$ cat config.mk
export PLATFORM = sky130hd
export DESIGN_NAME = sorted_value_table_flat
export DESIGN_NICKNAME = d
export VERILOG_FILES = /design/src/rtl/svt_pkg.sv /design/src/rtl/svt_req_if.sv /design/src/rtl/svt_rsp_if.sv /design/src/rtl/svt_cell.sv /design/src/rtl/sorted_value_table.sv /design/src/flat_wrapper.sv
export SDC_FILE = /design/constraint.sdc
export NUM_CORES = 2
export LEC_CHECK = 0
export BUFFER_PORTS_ARGS = -buffer_cell sky130_fd_sc_hd__buf_2
export CORE_MARGIN = 5
export CORE_UTILIZATION = 40
export CTS_CLUSTER_DIAMETER = 50
export DETAILED_ROUTE_END_ITERATION = 12
export PLACE_DENSITY_LB_ADDON = 0.25
export SYNTH_ARGS = -nofsm -noshare
export SYNTH_HDL_FRONTEND = slang
export SYNTH_SLANG_ARGS = --single-unit
export TNS_END_PERCENT = 20
$ cat constraint.sdc
create_clock -name clk -period 9.15 [get_ports clk]
set_input_delay 0.4575 -clock clk [delete_from_list [all_inputs] [get_ports clk]]
set_output_delay 0.4575 -clock clk [all_outputs]
set_load 0.005 [all_outputs]
$ cat src/rtl/svt_pkg.sv
`default_nettype none

package svt_pkg;

    localparam int CAPACITY_DEFAULT = 16;
    localparam int VALUE_W = 32;

    typedef enum logic [1:0] {
        OP_INSERT = 2'd0,
        OP_REMOVE = 2'd1,
        OP_SEARCH = 2'd2,
        OP_LIST   = 2'd3
    } opcode_t;

    typedef enum logic [1:0] {
        ST_DONE      = 2'd0,
        ST_NOT_FOUND = 2'd1,
        ST_FULL      = 2'd2,
        ST_EMPTY     = 2'd3
    } status_t;

    // broadcast to every cell
    typedef struct packed {
        logic                      ins;
        logic                      rem;
        logic signed [VALUE_W-1:0] value;
    } cell_ctrl_t;

    // where a cell sits relative to the fill level
    typedef struct packed {
        logic valid;
        logic slot;
    } cell_pos_t;

endpackage

`default_nettype wire

$ cat src/rtl/svt_req_if.sv
`default_nettype none

interface svt_req_if;
    logic               valid;
    logic               ready;
    logic [1:0]         opcode;
    logic signed [31:0] value;

    modport source (output valid, output opcode, output value, input ready);
    modport sink (input valid, input opcode, input value, output ready);
endinterface

`default_nettype wire

$ cat src/rtl/svt_rsp_if.sv
`default_nettype none

interface svt_rsp_if;
    logic               valid;
    logic               ready;
    logic [1:0]         status;
    logic signed [31:0] item;
    logic               last;

    modport source (output valid, output status, output item, output last, input ready);
    modport sink (input valid, input status, input item, input last, output ready);
endinterface

`default_nettype wire

$ cat src/rtl/svt_cell.sv
`default_nettype none

module svt_cell (
    input  wire                              clk,
    input  wire svt_pkg::cell_ctrl_t         ctrl,
    input  wire svt_pkg::cell_pos_t          pos,
    input  wire                              left_take,
    input  wire signed [svt_pkg::VALUE_W-1:0] left_value,
    input  wire signed [svt_pkg::VALUE_W-1:0] right_value,
    output logic                             take,
    output logic                             eq,
    output logic signed [svt_pkg::VALUE_W-1:0] stored
);
    import svt_pkg::*;

    logic signed [VALUE_W-1:0] value_reg;
    logic signed [VALUE_W-1:0] value_next;
    logic                      less;

    always_comb
    begin
        less = ctrl.value < value_reg;
        take = (pos.valid && less) || pos.slot;
        eq   = pos.valid && (value_reg == ctrl.value);
        value_next = value_reg;
        if (ctrl.ins && take)
        begin
            value_next = left_take ? left_value : ctrl.value;
        end
        else if (ctrl.rem && pos.valid && !(value_reg < ctrl.value))
        begin
            value_next = right_value;
        end
    end

    always_ff @(posedge clk)
    begin
        value_reg <= value_next;
    end

    assign stored = value_reg;

endmodule

`default_nettype wire

$ cat src/rtl/sorted_value_table.sv
// insert, remove and search: one item accepted per cycle when the output is free and no list is running,
// result presented in the cycle after acceptance
// list: one stored value per cycle read out of the cell row while the output is free
// an update shifts the cells from the insert or remove position onward in the cycle of acceptance
// reset (rst_n low, asynchronous) empties the table; cell contents are not cleared
`default_nettype none

module sorted_value_table #(
    parameter int CAPACITY = svt_pkg::CAPACITY_DEFAULT
) (
    input wire       clk,
    input wire       rst_n,
    svt_req_if.sink  req,
    svt_rsp_if.source rsp
);
    import svt_pkg::*;

    localparam int CNT_W = $clog2(CAPACITY + 1);
    localparam int IDX_W = $clog2(CAPACITY);

    logic [CNT_W-1:0]          count_reg, count_next;
    logic                      listing_reg, listing_next;
    logic [IDX_W-1:0]          idx_reg, idx_next;
    logic                      out_valid_reg, out_valid_next;
    status_t                   status_reg, status_next;
    logic signed [VALUE_W-1:0] item_reg, item_next;
    logic                      last_reg, last_next;

    cell_ctrl_t                ctrl;
    logic [CAPACITY-1:0]       take_vec;
    logic [CAPACITY-1:0]       eq_vec;
    logic signed [VALUE_W-1:0] cell_value [CAPACITY];

    logic    out_free;
    logic    accept;
    logic    found;
    logic    full;
    opcode_t op;

    assign out_free  = !out_valid_reg || rsp.ready;
    assign req.ready = !listing_reg && out_free;
    assign accept    = req.valid && req.ready;
    assign op        = opcode_t'(req.opcode);
    assign found     = |eq_vec;
    assign full      = count_reg == CNT_W'(CAPACITY);

    assign ctrl.ins   = accept && (op == OP_INSERT) && !full;
    assign ctrl.rem   = accept && (op == OP_REMOVE) && found;
    assign ctrl.value = req.value;

    genvar i;
    generate
        for (i = 0; i < CAPACITY; i++)
        begin : g_cell
            localparam logic [CNT_W-1:0] POS = CNT_W'(i);
            cell_pos_t                 pos;
            logic                      left_take;
            logic signed [VALUE_W-1:0] left_value;
            logic signed [VALUE_W-1:0] right_value;

            assign pos.valid = POS < count_reg;
            assign pos.slot  = POS == count_reg;

            if (i == 0)
            begin : g_head
                assign left_take  = 1'b0;
                assign left_value = req.value;
            end
            else
            begin : g_body
                assign left_take  = take_vec[i-1];
                assign left_value = cell_value[i-1];
            end

            if (i == CAPACITY - 1)
            begin : g_tail
                assign right_value = cell_value[i];
            end
            else
            begin : g_inner
                assign right_value = cell_value[i+1];
            end

            svt_cell u_cell (
                .clk         (clk),
                .ctrl        (ctrl),
                .pos         (pos),
                .left_take   (left_take),
                .left_value  (left_value),
                .right_value (right_value),
                .take        (take_vec[i]),
                .eq          (eq_vec[i]),
                .stored      (cell_value[i])
            );
        end
    endgenerate

    always_comb
    begin
        count_next     = count_reg;
        listing_next   = listing_reg;
        idx_next       = idx_reg;
        out_valid_next = out_valid_reg && !rsp.ready;
        status_next    = status_reg;
        item_next      = item_reg;
        last_next      = last_reg;

        if (accept)
        begin
            out_valid_next = 1'b1;
            status_next    = ST_DONE;
            item_next      = '0;
            last_next      = 1'b1;
            case (op)
                OP_INSERT:
                begin
                    if (full)
                        status_next = ST_FULL;
                    else
                        count_next = count_reg + CNT_W'(1);
                end
                OP_REMOVE:
                begin
                    if (found)
                        count_next = count_reg - CNT_W'(1);
                    else
                        status_next = ST_NOT_FOUND;
                end
                OP_SEARCH:
                begin
                    if (!found)
                        status_next = ST_NOT_FOUND;
                end
                OP_LIST:
                begin
                    if (count_reg == '0)
                    begin
                        status_next = ST_EMPTY;
                    end
                    else
                    begin
                        out_valid_next = 1'b0;
                        listing_next   = 1'b1;
                        idx_next       = '0;
                    end
                end
                default:
                begin
                    status_next = ST_NOT_FOUND;
                end
            endcase
        end
        else if (listing_reg && out_free)
        begin
            out_valid_next = 1'b1;
            status_next    = ST_DONE;
            item_next      = cell_value[idx_reg];
            last_next      = (CNT_W'(idx_reg) + CNT_W'(1)) == count_reg;
            idx_next       = idx_reg + IDX_W'(1);
            if (last_next)
                listing_next = 1'b0;
        end
    end

    always_ff @(posedge clk or negedge rst_n)
    begin
        if (!rst_n)
        begin
            count_reg     <= '0;
            listing_reg   <= 1'b0;
            idx_reg       <= '0;
            out_valid_reg <= 1'b0;
        end
        else
        begin
            count_reg     <= count_next;
            listing_reg   <= listing_next;
            idx_reg       <= idx_next;
            out_valid_reg <= out_valid_next;
        end
    end

    always_ff @(posedge clk)
    begin
        status_reg <= status_next;
        item_reg   <= item_next;
        last_reg   <= last_next;
    end

    assign rsp.valid  = out_valid_reg;
    assign rsp.status = status_reg;
    assign rsp.item   = item_reg;
    assign rsp.last   = last_reg;

endmodule

`default_nettype wire
$ cat src/flat_wrapper.sv
// flat-port wrapper written by rule: the top's interface ports become plain ports
module sorted_value_table_flat import svt_pkg::*;
#(
    parameter int CAPACITY = svt_pkg::CAPACITY_DEFAULT
)
  (clk, rst_n, req_valid, req_opcode, req_value, req_ready, rsp_valid, rsp_status, rsp_item, rsp_last, rsp_ready);
  svt_req_if req_i ();
  svt_rsp_if rsp_i ();
  input wire clk;
  input wire rst_n;
  input wire logic [$bits(req_i.valid)-1:0] req_valid;
  input wire logic [$bits(req_i.opcode)-1:0] req_opcode;
  input wire logic [$bits(req_i.value)-1:0] req_value;
  output wire logic [$bits(req_i.ready)-1:0] req_ready;
  output wire logic [$bits(rsp_i.valid)-1:0] rsp_valid;
  output wire logic [$bits(rsp_i.status)-1:0] rsp_status;
  output wire logic [$bits(rsp_i.item)-1:0] rsp_item;
  output wire logic [$bits(rsp_i.last)-1:0] rsp_last;
  input wire logic [$bits(rsp_i.ready)-1:0] rsp_ready;
  assign req_i.valid = req_valid;
  assign req_i.opcode = req_opcode;
  assign req_i.value = req_value;
  assign req_ready = req_i.ready;
  assign rsp_valid = rsp_i.valid;
  assign rsp_status = rsp_i.status;
  assign rsp_item = rsp_i.item;
  assign rsp_last = rsp_i.last;
  assign rsp_i.ready = rsp_ready;
  sorted_value_table #(.CAPACITY(CAPACITY)) u_core (.clk(clk), .rst_n(rst_n), .req(req_i), .rsp(rsp_i));
endmodule
==> flow_metrics.env <==
export IMPL_status="finished, final reports clean"
export IMPL_synth_xor_area_share_pct=0.191
export IMPL_cp_end_kind="flop"
export IMPL_area_growth_pct=11.9
export IMPL_drive_gt1_share_pct=11.9
export IMPL_cts_buffer_depth=3
export IMPL_slowest_delay_ps=880
export IMPL_path_clk_slew_ps=60
export IMPL_async_flop_share_pct=1.97
export IMPL_numPortBuffers=74
export IMPL_yosys_warnings=0
export IMPL_synthSimpleGateAreaFrac_pct=10.0
export IMPL_largest_reg_flops=512
export IMPL_syn_area_per_cell_sq_um=9.97
export IMPL_worst_ep_arrival_time_ps=5580
export IMPL_clock_sinks=558
export IMPL_critPathKind="reg2reg"
export IMPL_first_global_vias=35300
export IMPL_tns_ps=0
export IMPL_routed_via_density=5.90
export IMPL_dr_total_vias=36500
export IMPL_placed_cells=5992
export IMPL_first_pass_iters=6
export IMPL_dpl_hpwl_um=108000
export IMPL_cts_setup_buffers=0
export IMPL_switching_share_pct=37.7
export IMPL_die_area_sq_um=121000
export IMPL_finalWirelength_um=148000
export IMPL_syn_cell_area_sq_um=45800
export IMPL_power_frac_seq_pct=27.4
export IMPL_netlist_instances=4599
export IMPL_cts_buffers=101
export IMPL_cts_resized=0
export IMPL_ys_seq_area_share_pct=35.7
export IMPL_maxSlewHeadroom_pct=18.6
export IMPL_ir_worst_vdd_v=0.000224
export IMPL_clkPwrFrac_pct=33.7
export IMPL_initialDrtViolationCount=3815
export IMPL_period_share_pct=57.0
export IMPL_core_sq_um=114000
export IMPL_ys_top_cells_by_area="edfxtp_1, ha_1, mux2i_1"
export IMPL_critPathSlowestCell="o31ai_4"
export IMPL_setup_viol=0
export IMPL_ys_types=92
export IMPL_drv_cap=0
export IMPL_grt_usage_pct=23.6
export IMPL_required_ps=9510
export IMPL_synth_top_cell_by_area="edfxtp_1"
export IMPL_grt_pass1_wl_um=222000
export IMPL_power_leakage_uw=0.0228
export IMPL_pin_count=75
export IMPL_h_tree_depth=3
export IMPL_clock_latency_ps=700
export IMPL_hp_class="in2reg"
export IMPL_finalHoldWorstSlack_ps=36.3
export IMPL_crit_path_start_kind="flop"
export IMPL_synthAdderAreaFrac_pct=14.2
export IMPL_cts_root_buffer="clkbuf_16"
export IMPL_fmax_mhz=192
export IMPL_fin_nets=5143
export IMPL_crit_chain="inv_1 > ha_1 > nand4_1 > nor4b_1 > nand4_1 > o2111ai_1 > a211oi_1 > and2_4 > or3_1 > buf_4 > o31ai_4 > buf_4"
export IMPL_rows=124
export IMPL_p_comb_share_pct=38.9
export IMPL_synth_top_flop_cell="edfxtp_1"
export IMPL_ys_ff_latch=558
export IMPL_final_min_clock_period_ps=5220
export IMPL_gp_congestion=0.957
export IMPL_finalHoldViolCount=0
export IMPL_worst_pin_slew_ps=1210
export IMPL_synth_mux_area_fraction_pct=19.5
export IMPL_path_max_fanout=17
export IMPL_syn_nets=5158
export IMPL_power_switching_uw=4340
export IMPL_die_h_um=349
export IMPL_fill_cells=10900
export IMPL_start_util_pct=40.2
export IMPL_synth_compound_area_share_pct=13.4
export IMPL_drtAntennaViolNets=0
export IMPL_fin_skew_ps=32.5
export IMPL_grt_antenna_before_repair=7
export IMPL_slew_violations=0
export IMPL_internal_power_uw=7170
export IMPL_p_per_area_nw_per_um2=224
export IMPL_synthDominantCellAreaShare_pct=33.7
export IMPL_grt_max_degree=94
export IMPL_synth_top_family_by_area="multiplexers"
export IMPL_route_detailed_wl_per_inst_um=24.0
export IMPL_drc=0
export IMPL_grt_overflow=0
export IMPL_synth_edf_count=514
export IMPL_cts_tree="done"
export IMPL_fp_dieW_um=349
export IMPL_postCtsHoldBufs=1
export IMPL_grt_setup_unrepaired="no"
export IMPL_fin_cells=6186
export IMPL_yosys_top_cells_count="mux2i_1, ha_1, inv_1, edfxtp_1, nand2_1"
export IMPL_synthMostInstantiatedCell="mux2i_1"
[cells by family (layout without fill, tap and decap cells)]
logic type | after synthesis | after routing
DFF | 558 | 558
AOI/OAI and AO/OA | 1049 | 1049
adders and majority gates | 521 | 521
buffers and inverters | 788 | 860
other | 0 | 3
muxes | 694 | 694
xor gates and xnor gates | 10 | 10
and+or+nand+nor | 979 | 979
[worst paths after layout]
kind,to,start,slack (ps),cells after the start
setup / recovery,u_core.g_cell[6].u_cell.stored[25],u_core.g_cell[10].u_cell.stored[25],3930,12
hold / removal,u_core.rsp.valid,req_valid,40,3
setup reg to reg,u_core.g_cell[6].u_cell.stored[25],u_core.g_cell[10].u_cell.stored[25],3930,12
hold reg to reg,u_core.rsp.item[23],u_core.rsp.item[23],460,2
max in group asynchronous,u_core.idx_reg[1],rst_n,8720,2
min in group asynchronous,u_core.idx_reg[0],rst_n,190,2
[placed cells by master (no fill, tap or decap), types with 8 or more instances in the layout]
cell type   synthesis  final
mux2i_1           528    528
inv_1             521    521
ha_1              521    521
edfxtp_1          514    514
nand2_1           458    457
a21oi_1           403    402
nor2_1            195    192
o21ai_0           178    177
o21ai_1           167    162
mux4_2            160    160
nand4_1           110    110
clkbuf_16           0    107
buf_2              74     74
buf_4              19     72
a21o_1             56     55
o22ai_1            49     47
nand3_1            46     46
dfxtp_1            33     33
nor2b_1            28     28
nor4_1             24     24
a221oi_1           21     21
nand2b_1           21     21
a211oi_1           20     19
o211ai_1           18     18
and4_1             17     17
o21a_1             18     17
clkinv_2            0     17
clkinvlp_4          0     16
a22oi_1            15     15
nor3_1             14     14
o31ai_4             0     13
clkinv_1            0     12
o31ai_1            19     10
a31oi_1            11     10
inv_6               0     10
bufinv_16           0      9
or3_1               8      8
[metrics by stage]
| stage | total power (uW) | utilization [%] | setup WS [ps] | instance area, sq um |
|---|---|---|---|---|
| 2_1_floorplan | 6210 | - | 3650 | 45800 |
| 3_3_place_gp | 7560 | 41.9 | 3660 | 47800 |
| 3_5_place_dp | 7610 | 41.9 | 3580 | 47800 |
| 4_1_cts | 11500 | 45.0 | 4210 | 51300 |
| 5_1_grt | 12000 | 45.0 | 3920 | 51300 |
| 6_report | 11500 | 45.0 | 3930 | 51300 |
[per-layer routing]
layer | share of wire (%) | GRT usage [%] | routed length, um
met1 | 44 | 33.0 | 65500
met3 | 8.6 | 5.20 | 12800
met2 | 44 | 36.7 | 65300
met5 | 0.19 | 1.69 | 287
met4 | 3.1 | 7.13 | 4580
[power by group through the flow]
stage / Clock, uW / Sequential, uW / Combinational [uW]
after floorplan: 0 / 3070 / 3140
after global placement: 0 / 3200 / 4370
after detailed placement: 0 / 3200 / 4410
after CTS: 3930 / 3150 / 4420
after global routing: 4050 / 3170 / 4740
final: 3880 / 3150 / 4480
[worst max-delay path, delay by kind of cell (launching register included)]
family | cells | cell delay, ps
buffers and inverters | 3 | 760
AO/OA/AOI/OAI | 3 | 1510
flip-flops | 1 | 450
AND/OR/NAND/NOR | 5 | 1820
adder cells (fa/ha/maj) | 1 | 310
[final cells by class]
class	count	area [sq um]	share of cell area [%]
Multi-Input combinational cell	3253	26700	52.0
Sequential cell	558	16400	31.9
Clock buffer	115	2750	5.36
Inverter	522	1960	3.82
Tap cell	1512	1890	3.69
Timing Repair Buffer	148	941	1.83
Clock inverter	75	714	1.39
Antenna cell	3	7.51	0.0146
Power figures use the tool's default switching activity.
